[config.mk]
export PLATFORM = sky130hd
export DESIGN_NAME = zrapd_fifo
export DESIGN_NICKNAME = d
export VERILOG_FILES = /design/src/rtl/core/zrapd_fifo.sv
export SDC_FILE = /design/constraint.sdc
export NUM_CORES = 1
export LEC_CHECK = 0
export BUFFER_PORTS_ARGS = -buffer_cell sky130_fd_sc_hd__buf_2
export CORE_MARGIN = 1
export CORE_UTILIZATION = 30
export DETAILED_ROUTE_END_ITERATION = 8
export PLACE_DENSITY_LB_ADDON = 0.08
export SLEW_MARGIN = 20
export SYNTH_ARGS = -nofsm -noshare
export SYNTH_HDL_FRONTEND = slang
export SYNTH_SLANG_ARGS = --single-unit
[constraint.sdc]
create_clock -name clk -period 2.6 [get_ports clk]
set_clock_uncertainty 0.2 [all_clocks]
set_input_delay 0.26 -clock clk [delete_from_list [all_inputs] [get_ports clk]]
set_output_delay 0.26 -clock clk [all_outputs]
set_load 0.005 [all_outputs]
[src/rtl/core/zrapd_fifo.sv]
`timescale 1ns / 1ps
module zrapd_fifo #(
	parameter int WIDTH = 8,
	parameter int DEPTH = 2
) (
	input  logic             clk,
	input  logic             arst_n,
	input  logic             push,
	input  logic [WIDTH-1:0] wdata,
	input  logic             pop,
	output logic [WIDTH-1:0] rdata,
	output logic             full,
	output logic             empty
);
	localparam int PW = (DEPTH > 1) ? $clog2(DEPTH) : 1;
	localparam int CW = $clog2(DEPTH + 1);

	logic [WIDTH-1:0] mem_q [DEPTH];
	logic [PW-1:0]    wr_ptr_q;
	logic [PW-1:0]    rd_ptr_q;
	logic [CW-1:0]    count_q;

	assign full  = (count_q == CW'(DEPTH));
	assign empty = (count_q == '0);
	assign rdata = mem_q[rd_ptr_q];

	always_ff @(posedge clk) begin
		if (push) begin
			mem_q[wr_ptr_q] <= wdata;
		end
	end

	always_ff @(posedge clk or negedge arst_n) begin
		if (!arst_n) begin
			wr_ptr_q <= '0;
			rd_ptr_q <= '0;
			count_q  <= '0;
		end else begin
			if (push) begin
				wr_ptr_q <= (wr_ptr_q == PW'(DEPTH - 1)) ? '0 : wr_ptr_q + 1'b1;
			end
			if (pop) begin
				rd_ptr_q <= (rd_ptr_q == PW'(DEPTH - 1)) ? '0 : rd_ptr_q + 1'b1;
			end
			if (push && !pop) begin
				count_q <= count_q + 1'b1;
			end else if (pop && !push) begin
				count_q <= count_q - 1'b1;
			end
		end
	end
endmodule

## Yosys cells after proc, flatten, opt, wreduce, memory -nomap -nowiden

Memories as Yosys holds them, arrays and structs flattened.
Cells that the tools add are included.

- Input bits: 12
- Register bits after elaboration: 4
- Bits in read-only memories: 0
- Bits in writable memories: 16
- Latch bits: 0
- Memories: 1

- Shifts and indexed selects: 0
- $add $sub $neg: 4
- Bitwise gates (word level): 0
- Reductions and logical operators: 6
- Mux-type cells: 6
- $mul: 0
- Equality and inequality tests: 1
- Divide/modulo/power cells: 0
- Magnitude comparators: 0

Memories:

| memory | words | width | read ports | clocked after memory_dff | wr ports | line | source |
|---|---|---|---|---|---|---|---|
| mem_q | 2 | 8 | 1 | 0 | 1 | 18 | `logic [WIDTH-1:0] mem_q [DEPTH];` |

Operator list:

| cell | count |
|---|---|
| 2-to-1 mux 1 bit | 4 |
| 2-to-1 mux 2 bit | 2 |
| adder 1 bit, second input constant | 2 |
| adder 2 x 1 -> 2 bit, second input constant | 1 |
| equality test 2 bit, second input constant | 1 |
| logical AND 1 bit | 2 |
| logical NOT 1 bit | 2 |
| logical NOT 2 bit | 1 |
| nonzero test 2 bit | 1 |
| subtractor 2 x 1 -> 2 bit, second input constant | 1 |

## Depth between registers and ports, before layout

- Depth in word-level cells: 4
- Gate-level depth with buffers: 5
- Mapped depth without buffers: 5

## Worst setup path after synthesis

Ideal clock, no wire load.

- Kind: reg2reg
- Start: reg wr_ptr_q
- End: mem mem_q[0][0], enable pin
- Path slack: 1.238 ns
- Cell stages (with the launch flop): 2
- Library setup time: 0.373 ns
- Buffers on the path: 0
- Arrival time: 0.789 ns
- Cells stage by stage: dfrtp_1 nor2b_1

RTL lines:

| what | line | source |
|---|---|---|
| from (decl) | 19 | `logic [PW-1:0] wr_ptr_q;` |
| from (signal assigned) | 40 | `wr_ptr_q <= (wr_ptr_q == PW'(DEPTH - 1)) ? '0 : wr_ptr_q + 1'b1;` |
| to (decl) | 18 |  |

Straight into the memory's write port.

## Worst setup path in the final report

- Start: reg rd_ptr_q
- End: out rdata[7]

- Word-level cells in the longest chain between the ends: 1

Ends and longest elaborated chain:

| what | line | source |
|---|---|---|
| from (decl) | 20 | `logic [PW-1:0] rd_ptr_q;` |
| from (signal assigned) | 43 | `rd_ptr_q <= (rd_ptr_q == PW'(DEPTH - 1)) ? '0 : rd_ptr_q + 1'b1;` |
| memory (2 x 8 bit) | - |  |
| to (decl) | 11 | `output logic [WIDTH-1:0] rdata,` |

Every way passes these cells.

==> metrics.cfg <==
[outcome]
outcome = finished, final reports clean

[cts]
clk_pin_slew_ns = 0.11
cts.sinks = 20
post-cts-setup-buffers = 0
root_buffer = clkbuf_4
ctsResizeCount = 0
insertion_delay_ns = 0.29
clock_path_buffers = 2
h-tree-depth = 1
hold_buffers = 11
cts_buffers = 3
cts_tree = built

[cells_and_area]
fin_nets = 90
fillCellCount = 245
multi_input_area_um2 = 175.2
regArea_um2 = 580.6
insertedDiodeCount = 0
final-instance-count-excl-fill = 106
drive_above_1_share_pct = 43.42
syn_to_final_growth_pct = 34.74

[sta]
max_freq_mhz = 540.4
slew_headroom_pct = 50.93
rsz0062_at_grt = false
finalSetupTns_ns = 0
period_minus_slack_ns = 1.850
finalHoldViolCount = 0
period_share_pct = 71.17
worst_pin_slew_ns = 0.7346
finalMaxSlewViolations = 0
timing.final.ws_setup_ns = 0.7496
setup_viol = 0

[synthesis]
synth_fp_nets = 54
yosys.area_share.xor_xnor_pct = 5.682
synth_top_area_share_pct = 62.34
synth_compound_area_share_pct = 0
netlist_instances = 41
synth_top_family_by_area = multiplexers
ys_ff_latch = 20
synth_cell_types = 12
yosys.area_share.simple_pct = 3.734
yosysSeqAreaShare_pct = 75.32
synth_area_leader_cell = edfxtp_1
synth_mux_area_share_pct = 11.69
yosys_warnings = 0
syn_avg_cell_area_um2 = 18.80
netlist_top_cells_area = edfxtp_1 (62%), dfrtp_1 (13%), mux2_2 (12%)
netlist_area_um2 = 770.7
synth_adder_area_share_pct = 1.623

[worst_setup_path]
r2r-start = wr_ptr_q
required_ns = 2.14
crit_type = register to primary output
crit_path_max_fanout = 9
r2r_slack_ns = 1.05
reg2reg_to = mem_q[0][1]
worstSetupStartpointType = register
critPathArrivalTime_ns = 1.39
end_kind = primary output
ff2ff_path_depth = 1

[power]
switchingPower_w = 0.0002412
combPwrFrac_pct = 27.4
clkPwrFrac_pct = 16.8
switching_share_pct = 27.25
internal-power_w = 0.0006439
power_density_nw_per_um2 = 852.3
pwr-share-seq_pct = 55.9
finalPower_w = 0.0008851
leakagePower_nw = 0.4213
ir_drop_uv = 363.4

[routing]
routed-wl-met2_um = 593
wl_mm = 1.166
wl_met3_um = 51
top_layer = met3
first_iter_violations = 3
wl_per_cell_um = 11.00
drc = 0
drtAntennaViolNets = 0
routed-via-count = 431
drt-pass1-iter-count = 2
wl_met1_um = 521
viasPerCell = 4.066

[global_routing]
grt_max_degree = 12
grt_pass1_wl_mm = 1.828
grt-ovfl-total = 0
grt_pass1_vias = 394
grt_usage_pct = 9.675
antenna_found_initial = 0

[floorplan]
die_x_um = 52.69
core_region_area_um2 = 2455
pin_count = 22
start_util_pct = 31.40
die_area_um2 = 2776
num_rows = 18
die_h_um = 52.69

[flow_run]
drv_cap = 0

[placed_design]
dp.cells = 91
place_congestion = 0.6199
hpwl_um = 770.4
portBuffers = 21
place_ws_ns = 0.9896

[hold_path]
hold_class = primary input to async pin

## placed cells by master (no fill, tap or decap), drive strengths merged
cell type    instances
buf                 21
edfxtp              16
dlygate4sd3         11
mux2                 8
xor2                 4
dfrtp                4
clkbuf               4
nor2                 2
inv                  1
and2                 1
and2b                1
nor2b                1
xnor2                1
ha                   1
## routing by layer
metal  track usage [%]  vias to the layer above
met5                 0                        -
met4             5.263                        0
met3             2.899                        0
met2             14.35                       10
met1             12.50                      202
li1                  -                      219
## state kept, by name, summed over array words and instances, names as in the netlist
signal,count
wr_ptr_q,1
count_q,2
rd_ptr_q,1
mem_q,16
## through the flow
step                      hold slack (ns)  util [%]  instance area [µm²]
after floorplan                   -0.2356         -                770.7
after global placement            -0.1249     36.75                902.1
after detailed placement          -0.1250     36.75                902.1
after CTS                         0.07891     42.30                 1039
after global routing              0.09943     42.30                 1039
final                             0.08965     42.30                 1039
## worst max-delay path, stage by stage, from the launching register on
cell and delay, ns:
dfrtp_1 0.59, mux2_2 0.39, buf_2 0.12
## kinds of logic after synthesis
kind of cell	Yosys count
xor gates and xnor gates	5
DFF	20
buffers and inverters	2
and+or+nand+nor	5
muxes	8
adders and majority gates	1
## layout make-up
class	count	area share, %
Timing Repair Buffer	32	20.72
Multi-Input combinational cell	19	16.87
Clock buffer	4	2.530
Tap cell	30	3.614
Inverter	1	0.3614
Sequential cell	20	55.90
## Yosys cell counts
| cell type | n |
|---|---|
| inv_1 | 1 |
| dfrtp_1 | 4 |
| nor2_1 | 2 |
| and2_1 | 1 |
| xnor2_1 | 1 |
| nor2b_1 | 1 |
| xor2_1 | 4 |
| and2b_2 | 1 |
| ha_1 | 1 |
| edfxtp_1 | 16 |
| buf_6 | 1 |
| mux2_2 | 8 |
## how the worst max path moves through the flow
stage	from	endpoint	slack, ns	cells after the start
global placement	push	mem_q[0][6]	0.97	2
CTS	rd_ptr_q	rdata[7]	0.70	2
detailed placement	push	mem_q[0][5]	0.99	2
floorplan	wr_ptr_q	mem_q[0][0]	1.24	1
global route	rd_ptr_q	rdata[7]	0.64	2
finish	rd_ptr_q	rdata[7]	0.75	2
## power by group through the flow
stage / Combinational [W] / Sequential, W / Clock (W)
2_1_floorplan: 0.000181 / 0.000470 / 0
3_3_place_gp: 0.000236 / 0.000503 / 0
3_5_place_dp: 0.000235 / 0.000504 / 0
4_1_cts: 0.000249 / 0.000498 / 0.000155
5_1_grt: 0.000270 / 0.000505 / 0.000170
6_report: 0.000242 / 0.000494 / 0.000148
(Power assumes the default switching activity.)
