<file path="config.mk">
export PLATFORM = sky130hd
export DESIGN_NAME = zrapd_back_flat
export DESIGN_NICKNAME = d
export VERILOG_FILES = /design/src/rtl/core/zrapd_pkg.sv /design/src/rtl/core/zrapd_if.sv /design/src/rtl/core/zrapd_mul.sv /design/src/rtl/core/zrapd_back.sv /design/src/flat_wrapper.sv
export SDC_FILE = /design/constraint.sdc
export NUM_CORES = 2
export LEC_CHECK = 0
export BUFFER_PORTS_ARGS = -buffer_cell sky130_fd_sc_hd__buf_2
export CORE_MARGIN = 2
export CORE_UTILIZATION = 35
export DETAILED_ROUTE_END_ITERATION = 8
export SLEW_MARGIN = 20
export SYNTH_ARGS = -nofsm -noshare
export SYNTH_HDL_FRONTEND = slang
export SYNTH_SLANG_ARGS = --single-unit
</file>
<file path="constraint.sdc">
create_clock -name clk -period 114.3 [get_ports clk]
set_clock_uncertainty 0.15 [all_clocks]
set_input_delay 11.43 -clock clk [delete_from_list [all_inputs] [get_ports clk]]
set_output_delay 11.43 -clock clk [all_outputs]
set_load 0.01 [all_outputs]
</file>
<file path="src/rtl/core/zrapd_pkg.sv">
`timescale 1ns / 1ps
package zrapd_pkg;

	// verdict codes
	localparam logic [2:0] V_TOO_SHORT   = 3'd0;
	localparam logic [2:0] V_NOT_PATTERN = 3'd1;
	localparam logic [2:0] V_FULL        = 3'd2;
	localparam logic [2:0] V_HALF        = 3'd3;
	localparam logic [2:0] V_HALF_MIX    = 3'd4;

	// configuration register indexes
	localparam logic REG_SAMPLE_RATE = 1'b0;
	localparam logic REG_FRAME_WORDS = 1'b1;

	localparam int RATE_BITS   = 18;
	localparam int FRAME_BITS  = 4;
	localparam int THR_BITS    = 11;
	localparam int MAX_FRAME   = 8;

	localparam logic [RATE_BITS-1:0]  RATE_RESET  = 18'd48000;
	localparam logic [FRAME_BITS-1:0] FRAME_RESET = 4'd2;

	localparam logic [7:0] HALF_MARK = 8'h80;

	// upper sum bound: 100000 * S <= 99479 * N
	localparam logic [16:0] SUM_HI_MUL = 17'd100000;
	localparam logic [16:0] SUM_LO_MUL = 17'd99479;

	// ceil(2^20 / 25), exact for 15-bit operands
	localparam logic [15:0] RECIP_25 = 16'd41944;

	// floor(rate / 200) as (rate >> 3) / 25 through a reciprocal
	function automatic logic [THR_BITS-1:0] rate_threshold(input logic [RATE_BITS-1:0] rate);
		logic [30:0] prod;
		prod = 31'(rate[RATE_BITS-1:3]) * 31'(RECIP_25);
		return prod[30:20];
	endfunction

endpackage

</file>
<file path="src/rtl/core/zrapd_if.sv">


interface zrapd_out_if;
	logic       valid;
	logic       ready;
	logic [2:0] verdict;

	modport source (output valid, output verdict, input ready);
	modport sink (input valid, input verdict, output ready);
endinterface

</file>
<file path="src/rtl/core/zrapd_mul.sv">
`timescale 1ns / 1ps
module zrapd_mul #(
	parameter int A_W = 78,
	parameter int B_W = 28
) (
	input  logic               clk,
	input  logic               arst_n,
	input  logic               start,
	input  logic [A_W-1:0]     a,
	input  logic [B_W-1:0]     b,
	output logic               done,
	output logic [A_W+B_W-1:0] prod
);
	localparam int P_W = A_W + B_W;

	logic           busy_q;
	logic [P_W-1:0] acc_q;
	logic [P_W-1:0] ash_q;
	logic [B_W-1:0] b_q;

	// shift-add, one multiplier bit a cycle, stops once the rest is zero
	assign done = busy_q && (b_q == '0);
	assign prod = acc_q;

	always_ff @(posedge clk) begin
		if (start) begin
			acc_q <= '0;
			ash_q <= P_W'(a);
			b_q   <= b;
		end else if (busy_q && b_q != '0) begin
			if (b_q[0]) begin
				acc_q <= acc_q + ash_q;
			end
			ash_q <= {ash_q[P_W-2:0], 1'b0};
			b_q   <= {1'b0, b_q[B_W-1:1]};
		end
	end

	always_ff @(posedge clk or negedge arst_n) begin
		if (!arst_n) begin
			busy_q <= 1'b0;
		end else if (start) begin
			busy_q <= 1'b1;
		end else if (done) begin
			busy_q <= 1'b0;
		end
	end
endmodule

</file>
<file path="src/rtl/core/zrapd_back.sv">
`timescale 1ns / 1ps
module zrapd_back #(
	parameter int COUNT_BITS = 26,
	parameter int SNAP_W     = 13 * COUNT_BITS
) (
	input  logic                            clk,
	input  logic                            arst_n,
	input  logic [zrapd_pkg::RATE_BITS-1:0] sample_rate,
	input  logic                            queue_empty,
	input  logic [SNAP_W-1:0]               snap,
	output logic                            pop,
	zrapd_out_if.source                     out_ch
);
	localparam int C   = COUNT_BITS;
	localparam int A_W = 3 * C;
	localparam int B_W = C + 2;
	localparam int P_W = A_W + B_W;
	localparam int K_W = C + 3;

	typedef enum logic [5:0] {
		ST_IDLE  = 6'b000001,
		ST_CHK   = 6'b000010,
		ST_START = 6'b000100,
		ST_MUL   = 6'b001000,
		ST_FIN   = 6'b010000,
		ST_OUT   = 6'b100000
	} state_t;

	typedef enum logic [2:0] {
		OP_MINB,
		OP_HI,
		OP_LO,
		OP_S2,
		OP_NQ,
		OP_DN,
		OP_RHS
	} op_t;

	state_t         state_q;
	op_t            op_q;
	op_t            op_nx;
	logic [1:0]     view_q;
	logic [2:0]     pass_q;
	logic [2:0]     verdict_q;
	logic [C-1:0]   frame_q;
	logic [C-1:0]   blk_q [3];
	logic [C-1:0]   sum_q [3];
	logic [2*C-1:0] sqs_q [3];
	logic [P_W-1:0] hi_q;
	logic [2*C-1:0] s2_q;
	logic [P_W-1:0] tmp_q;

	logic [C-1:0]   n_sel;
	logic [C-1:0]   s_sel;
	logic [2*C-1:0] q_sel;
	logic [P_W-1:0] dev;
	logic [A_W-1:0] mul_a;
	logic [B_W-1:0] mul_b;
	logic           mul_start;
	logic           mul_done;
	logic [P_W-1:0] prod;
	logic           vend;
	logic           vpass;
	logic           minb_fail;
	logic           low_fail;
	logic           too_short;
	logic [K_W-1:0] s6;
	logic [K_W-1:0] n5;

	assign pop            = (state_q == ST_IDLE) && !queue_empty;
	assign mul_start      = (state_q == ST_START);
	assign out_ch.valid   = (state_q == ST_OUT);
	assign out_ch.verdict = verdict_q;

	assign n_sel = blk_q[view_q];
	assign s_sel = sum_q[view_q];
	assign q_sel = sqs_q[view_q];

	assign n5        = K_W'({frame_q, 2'b00}) + K_W'(frame_q);
	assign too_short = n5 < K_W'(sample_rate);
	assign s6        = K_W'({s_sel, 2'b00}) + K_W'({s_sel, 1'b0});
	assign low_fail  = (view_q == 2'd0) ? (K_W'({s_sel, 1'b0}) < K_W'(frame_q))
		: (s6 < K_W'(frame_q));
	// n < floor(16N / rate) is (n + 1) * rate <= 16N
	assign minb_fail = (sample_rate != '0) && (prod <= P_W'({frame_q, 4'b0000}));
	assign dev       = (tmp_q > P_W'(s2_q)) ? tmp_q - P_W'(s2_q) : '0;

	always_comb begin
		unique case (op_q)
			OP_MINB: begin
				mul_a = A_W'(n_sel) + A_W'(1);
				mul_b = B_W'(sample_rate);
			end
			OP_HI: begin
				mul_a = A_W'(s_sel);
				mul_b = B_W'(zrapd_pkg::SUM_HI_MUL);
			end
			OP_LO: begin
				mul_a = A_W'(frame_q);
				mul_b = B_W'(zrapd_pkg::SUM_LO_MUL);
			end
			OP_S2: begin
				mul_a = A_W'(s_sel);
				mul_b = B_W'(s_sel);
			end
			OP_NQ: begin
				mul_a = A_W'(q_sel);
				mul_b = B_W'(n_sel);
			end
			OP_DN: begin
				mul_a = A_W'(dev);
				mul_b = B_W'(n_sel);
			end
			OP_RHS: begin
				mul_a = A_W'(s2_q);
				mul_b = B_W'(n_sel - C'(1));
			end
			default: begin
				mul_a = '0;
				mul_b = '0;
			end
		endcase
	end

	always_comb begin
		vend  = 1'b0;
		vpass = 1'b0;
		op_nx = op_q;
		unique case (op_q)
			OP_MINB: begin
				if (minb_fail || low_fail) begin
					vend = 1'b1;
				end else begin
					op_nx = OP_HI;
				end
			end
			OP_HI: op_nx = OP_LO;
			OP_LO: begin
				if (hi_q > prod) begin
					vend = 1'b1;
				end else if (n_sel < C'(2)) begin
					vend  = 1'b1;
					vpass = 1'b1;
				end else begin
					op_nx = OP_S2;
				end
			end
			OP_S2: op_nx = OP_NQ;
			OP_NQ: op_nx = OP_DN;
			OP_DN: op_nx = OP_RHS;
			OP_RHS: begin
				// 16 * n * dev <= (n - 1) * S^2
				vend  = 1'b1;
				vpass = {tmp_q, 4'b0000} <= (P_W + 4)'(prod);
			end
			default: vend = 1'b1;
		endcase
	end

	zrapd_mul #(
		.A_W(A_W),
		.B_W(B_W)
	) u_mul (
		.clk   (clk),
		.arst_n(arst_n),
		.start (mul_start),
		.a     (mul_a),
		.b     (mul_b),
		.done  (mul_done),
		.prod  (prod)
	);

	always_ff @(posedge clk) begin
		if (pop) begin
			frame_q <= snap[C-1:0];
			for (int v = 0; v < 3; v++) begin
				blk_q[v] <= snap[C*(1+v) +: C];
				sum_q[v] <= snap[C*(4+v) +: C];
				sqs_q[v] <= snap[7*C + 2*C*v +: 2*C];
			end
		end
		if (state_q == ST_MUL && mul_done) begin
			unique case (op_q)
				OP_HI: hi_q <= prod;
				OP_S2: s2_q <= prod[2*C-1:0];
				OP_NQ, OP_DN: tmp_q <= prod;
				default: ;
			endcase
		end
	end

	always_ff @(posedge clk or negedge arst_n) begin
		if (!arst_n) begin
			state_q   <= ST_IDLE;
			op_q      <= OP_MINB;
			view_q    <= '0;
			pass_q    <= '0;
			verdict_q <= zrapd_pkg::V_TOO_SHORT;
		end else begin
			unique case (state_q)
				ST_IDLE: begin
					if (!queue_empty) begin
						state_q <= ST_CHK;
					end
				end
				ST_CHK: begin
					if (too_short) begin
						verdict_q <= zrapd_pkg::V_TOO_SHORT;
						state_q   <= ST_OUT;
					end else begin
						view_q  <= '0;
						pass_q  <= '0;
						op_q    <= OP_MINB;
						state_q <= ST_START;
					end
				end
				ST_START: state_q <= ST_MUL;
				ST_MUL: begin
					if (mul_done) begin
						if (vend) begin
							pass_q[view_q] <= vpass;
							if (view_q == 2'd2) begin
								state_q <= ST_FIN;
							end else begin
								view_q  <= view_q + 1'b1;
								op_q    <= OP_MINB;
								state_q <= ST_START;
							end
						end else begin
							op_q    <= op_nx;
							state_q <= ST_START;
						end
					end
				end
				ST_FIN: begin
					if (pass_q[2] && pass_q[1]) begin
						verdict_q <= zrapd_pkg::V_HALF_MIX;
					end else if (pass_q[1]) begin
						verdict_q <= zrapd_pkg::V_HALF;
					end else if (pass_q[0]) begin
						verdict_q <= zrapd_pkg::V_FULL;
					end else begin
						verdict_q <= zrapd_pkg::V_NOT_PATTERN;
					end
					state_q <= ST_OUT;
				end
				ST_OUT: begin
					if (out_ch.ready) begin
						state_q <= ST_IDLE;
					end
				end
				default: state_q <= ST_IDLE;
			endcase
		end
	end
endmodule

</file>
<file path="src/flat_wrapper.sv">
// flat-port wrapper written by rule: the top's interface ports become plain ports
module zrapd_back_flat 
#(
	parameter int COUNT_BITS = 26,
	parameter int SNAP_W     = 13 * COUNT_BITS
)
  (clk, arst_n, sample_rate, queue_empty, snap, pop, out_ch_valid, out_ch_verdict, out_ch_ready);
  zrapd_out_if out_ch_i ();
  input  logic clk;
  input  logic arst_n;
  input  logic [zrapd_pkg::RATE_BITS-1:0] sample_rate;
  input  logic queue_empty;
  input  logic [SNAP_W-1:0] snap;
  output logic pop;
  output wire logic [$bits(out_ch_i.valid)-1:0] out_ch_valid;
  output wire logic [$bits(out_ch_i.verdict)-1:0] out_ch_verdict;
  input wire logic [$bits(out_ch_i.ready)-1:0] out_ch_ready;
  assign out_ch_valid = out_ch_i.valid;
  assign out_ch_verdict = out_ch_i.verdict;
  assign out_ch_i.ready = out_ch_ready;
  zrapd_back #(.COUNT_BITS(COUNT_BITS), .SNAP_W(SNAP_W)) u_core (.clk(clk), .arst_n(arst_n), .sample_rate(sample_rate), .queue_empty(queue_empty), .snap(snap), .pop(pop), .out_ch(out_ch_i));
endmodule
</file>
# Word level (Yosys, flattened, before mapping)
# Memory sizes are Yosys's and may differ from the RTL's.
# Index checks and enable logic that the tools add are counted.
# word_totals
in_bits,360
ramBits,312
elab_cells,139
n_memories,3
reg_bits,548
out_inout_bits,5
# classes
magnitude_cmp,10
reduce_logical,30
n_eq_ne,25
add_sub_neg,7
muxes,50
# mem_list
name,depth,width,rd,rd_ports_with_merged_regs,write_ports,line_no,text
u_core.sqs_q,3,52,1,0,3,zrapd_back.sv:48,logic [2*C-1:0] sqs_q [3];
u_core.blk_q,3,26,1,0,3,zrapd_back.sv:46,logic [C-1:0] blk_q [3];
u_core.sum_q,3,26,1,0,3,zrapd_back.sv:47,logic [C-1:0] sum_q [3];
# ops
op,count
78-bit case mux with 6 select lines,1
78-bit two-way mux,3
28-bit case mux with 6 select lines,1
110-bit by 106-bit <= comparator with 1-bit output,1
106-bit adder,1
106-bit > comparator,1
106-bit by 52-bit > comparator with 1-bit output,1
106-bit by 30-bit <= comparator with 1-bit output,1
78-bit by 52-bit subtractor with 78-bit output,1
28-bit two-way mux,2
3-bit two-way mux,12
6-bit case mux with 6 select lines,1
28-bit by 26-bit adder with 29-bit output,1
28-bit by 27-bit adder with 29-bit output,1
29-bit by 18-bit less-than comparator with 1-bit output,1
29-bit by 26-bit less-than comparator with 1-bit output,1
28-bit zero test,1
28-bit nonzero test,1
"26-bit by 1-bit adder with 27-bit output, second input constant",1
27-bit by 26-bit less-than comparator with 1-bit output,1
"26-bit by 1-bit subtractor with 27-bit output, second input constant",1
"26-bit by 2-bit less-than comparator with 1-bit output, second input constant",1
6-bit two-way mux,4
3-bit case mux with 2 select lines,3
41 further kinds,79

# Longest topological paths before layout
# An unclocked memory read counts as a cell.
# depth
depth_word,10
depth_mapped,35
mapped_depth_nobuf,28

# Hierarchy
# A second synthesis with hierarchy kept.
# hier_totals
hier_cells,5300
area_unflattened_um2,53674.0
# modules_own_cells
mod,area_each_um2,instances,seq_area_each_um2,cells_per_inst
zrapd_back,37598.6,1,18504.0,3404
zrapd_mul,16075.4,1,5890.6,1896

# Least setup slack after synthesis
# No wires, ideal clock.
# synth_path
path_type,input-to-output
startpoint,input port queue_empty
endpoint,output port pop
t_arrival_ns,45.464
path_buffers,0
slack_ns,57.256
required_time_ns,102.720
stages,1
path_cell_list,nor4b_1
# synth_via
elab_chain_cells,2
# synth_rtl
item,line_no,text
"start, declared",flat_wrapper.sv:12,input logic queue_empty;
1-bit zero test,zrapd_back.sv:70,assign pop = (state_q == ST_IDLE) && !queue_empty;
1-bit logical AND,zrapd_back.sv:70,
"end, declared",flat_wrapper.sv:14,output logic pop;
# No other way between the ends.

# Worst setup path in the final report
# Ends and elaborated chain as after synthesis.

==> flow_summary.ini <==
[die]
die_w_um = 393
die-area_mm2 = 0.154
rows = 142
ios = 365
fp.dieH_um = 393
core_mm2 = 0.150
start_util_pct = 35.2

[clock_network]
hold_buffers = 0
cts_max_level = 3
post-cts-setup-buffers = 0
root_buffer = clkbuf_16
cts_resized = 0
cts_max_path_buffers = 3
cts_tree = built
clk_latency_ns = 0.74
cts_made_buffers = 98
cts.sinks = 860
clk_pin_slew_ns = 0.06

[detailed_routing]
vias_per_cell = 5.61
vias = 43200
drt_iter0_drc = 3751
ant_nets = 0
drt-wirelength-per-cell_um = 22.3
drt_wl_total_mm = 172
firstDrtPassIters = 7
drc = 0

[critical_path]
critPathArrivalTime_ns = 12.17
rr_worst_depth = 26
r2r_end = u_core.view_q[1]$_DFFE_PN0P_
worstPathMaxFanout = 2
worstPathRequired_ns = 102.72
critPathCaptureType = primary output
rr_startpoint = u_core.view_q[0]$_DFFE_PN0P_
worst_setup_path_start_kind = input port
crit_type = in -> out
ff2ff_setup_slack_ns = 105.88

[power]
power_leakage_nw = 24.0
switching_share_pct = 42.0
p_seq_share_pct = 33.3
ir_drop_uv = 44.1
p_comb_share_pct = 45.1
p_per_area_mw_per_mm2 = 25.7
p_int_mw = 0.902
pwr-share-clk_pct = 21.6
p_sw_mw = 0.654

[synthesis]
yosysUniqueCellTypes = 93
ys.warnings.count = 0
synth_area_mm2 = 0.0528
synthFlopType = edfxtp_1
yosys-top-cells-area = edfxtp_1 (40%), ha_1 (12%), dfxtp_1 (5.1%)
synthArstFlopShare_pct = 2.09
syn_avg_cell_area_um2 = 10.0
seq_area_frac_synth_pct = 46.2
synth_edf_count = 708
synth_top_area_cell = edfxtp_1
ys_ff_latch = 860
syn_nets = 6153
synthCells = 5273
netlist.area_leader.share_pct = 40.2

[sta]
relSlewSlack_pct = 24.9
final_hold_viol_count = 0
finalCritPeriodShare_pct = 20.8
rsz0062_at_grt = no
period_needed_ns = 23.75
setup_viol = 0
setup_tns_ns = 0
tightestPinTransition_ns = 1.13
slew_violations = 0
clock.fmax_mhz = 42.1

[placement]
gp_congestion = 0.943
postPlaceCellArea_mm2 = 0.0570
hpwl_mm = 133
port_buffers = 364

[grt]
grt_pass1_vias = 41800
grt.total_usage_pct = 21.9
antenna_found_initial = 11
grt_pass1_wl_mm = 257
overflow = 0
grt_max_degree = 181

[cells_and_area]
final_cell_mix = edfxtp_1 (708), nand2_1 (600), ha_1 (516)
fillers = 14700
final_core_util_pct = 40.3
syn_to_final_growth_pct = 14.4
postLayoutCellArea_mm2 = 0.0605
regArea_mm2 = 0.0244
multi_input_comb_area_mm2 = 0.0266
layout_commonest_cell = edfxtp_1
fin_nets = 6476
drive_gt1_share_pct = 11.4

[worst_hold_path]
whs_endpoint = u_core.u_mul.ash_q[97]$_SDFFE_PP0P_
min_path_cells = 2
hp-class = reg -> reg
min_from = u_core.u_mul.ash_q[96]$_SDFFE_PP0P_

[run_status]
status = finished, final reports clean

[job]
drv_cap = 0
Yosys cell counts, types with 42 or more instances:
master      n
edfxtp_1  708
nand2_1   603
ha_1      516
a21oi_1   487
o21ai_0   359
nor2_1    299
inv_1     296
a21o_1    243
clkbuf_1  181
xnor2_1   142
dfxtp_1   134
mux2i_1   134
nand4_1   120
nand3_1   101
xor2_1     85
nor3_1     68
nor4_1     62
a31oi_1    47
o21bai_1   45
o21a_1     42
area by class of cell:
| cell class | instances | share of cell area [%] |
|---|---|---|
| inverter | 298 | 1.85 |
| clock buffer | 127 | 4.48 |
| multi-input combinational | 3902 | 44.0 |
| clock inverter | 57 | 1.18 |
| sequential | 860 | 40.4 |
| tap | 2016 | 4.17 |
| timing repair buffer | 436 | 3.93 |
| antenna | 6 | 0.0248 |
through the flow:
step                power, mW  hold WS (ns)  std cells  worst slack, ns
detailed placement       1.21         0.319       7512            90.54
CTS                      1.55         0.252       7696            90.53
global route             1.65         0.270       7698            90.50
global placement         1.20         0.312       7512            90.54
finish                   1.56         0.256       7702            90.55
floorplan                1.03         0.299       5273            57.26
state kept, by name, indices dropped and copies added, names as in the netlist:
name,flops
u_core.blk_q,78
u_core.frame_q,26
u_core.hi_q,106
u_core.op_q,3
u_core.out_ch.verdict,3
u_core.pass_q,3
u_core.s2_q,52
u_core.sqs_q,156
u_core.state_q,6
u_core.sum_q,78
u_core.tmp_q,106
u_core.u_mul.ash_q,106
u_core.u_mul.b_q,28
u_core.u_mul.busy_q,1
u_core.u_mul.prod,106
u_core.view_q,2
routing by layer:
metal | global-route usage [%] | wire, µm | vias up | part of all wire, %
met5 | 0 | 60 | - | 0.035
met4 | 10.3 | 8470 | 10 | 4.9
met3 | 3.36 | 10900 | 359 | 6.3
met2 | 35.8 | 79700 | 1588 | 46
met1 | 28.3 | 73000 | 20900 | 42
li1 | - | - | 20400 | -
cell families after synthesis:
logic type      count (synthesis)  synth area share [%]
flops                         860                  46.2
xor+xnor                      227                  3.76
fa+ha+maj                     520                  12.4
buf+inv                       511                  3.68
compound gates               1564                  18.5
mux                           140                  2.77
simple gates                 1451                  12.7
power groups by stage:
stage | sequential (mW) | combinational, mW | clock [mW]
detailed placement | 0.523 | 0.687 | 0
floorplan | 0.530 | 0.502 | 0
global route | 0.524 | 0.777 | 0.353
finish | 0.518 | 0.702 | 0.336
global placement | 0.521 | 0.679 | 0
CTS | 0.517 | 0.692 | 0.342
worst max-delay path, stage by stage:
cell	delay, ns
buf_2	0.11
nor4b_2	0.41
buf_2	0.22
worst max-delay path by stage:
stage	start	to
2_1_floorplan	queue_empty	pop
3_5_place_dp	queue_empty	pop
5_1_grt	queue_empty	pop
4_1_cts	queue_empty	pop
6_report	queue_empty	pop
3_3_place_gp	queue_empty	pop
Note: power is estimated with default switching activity, not from simulation.
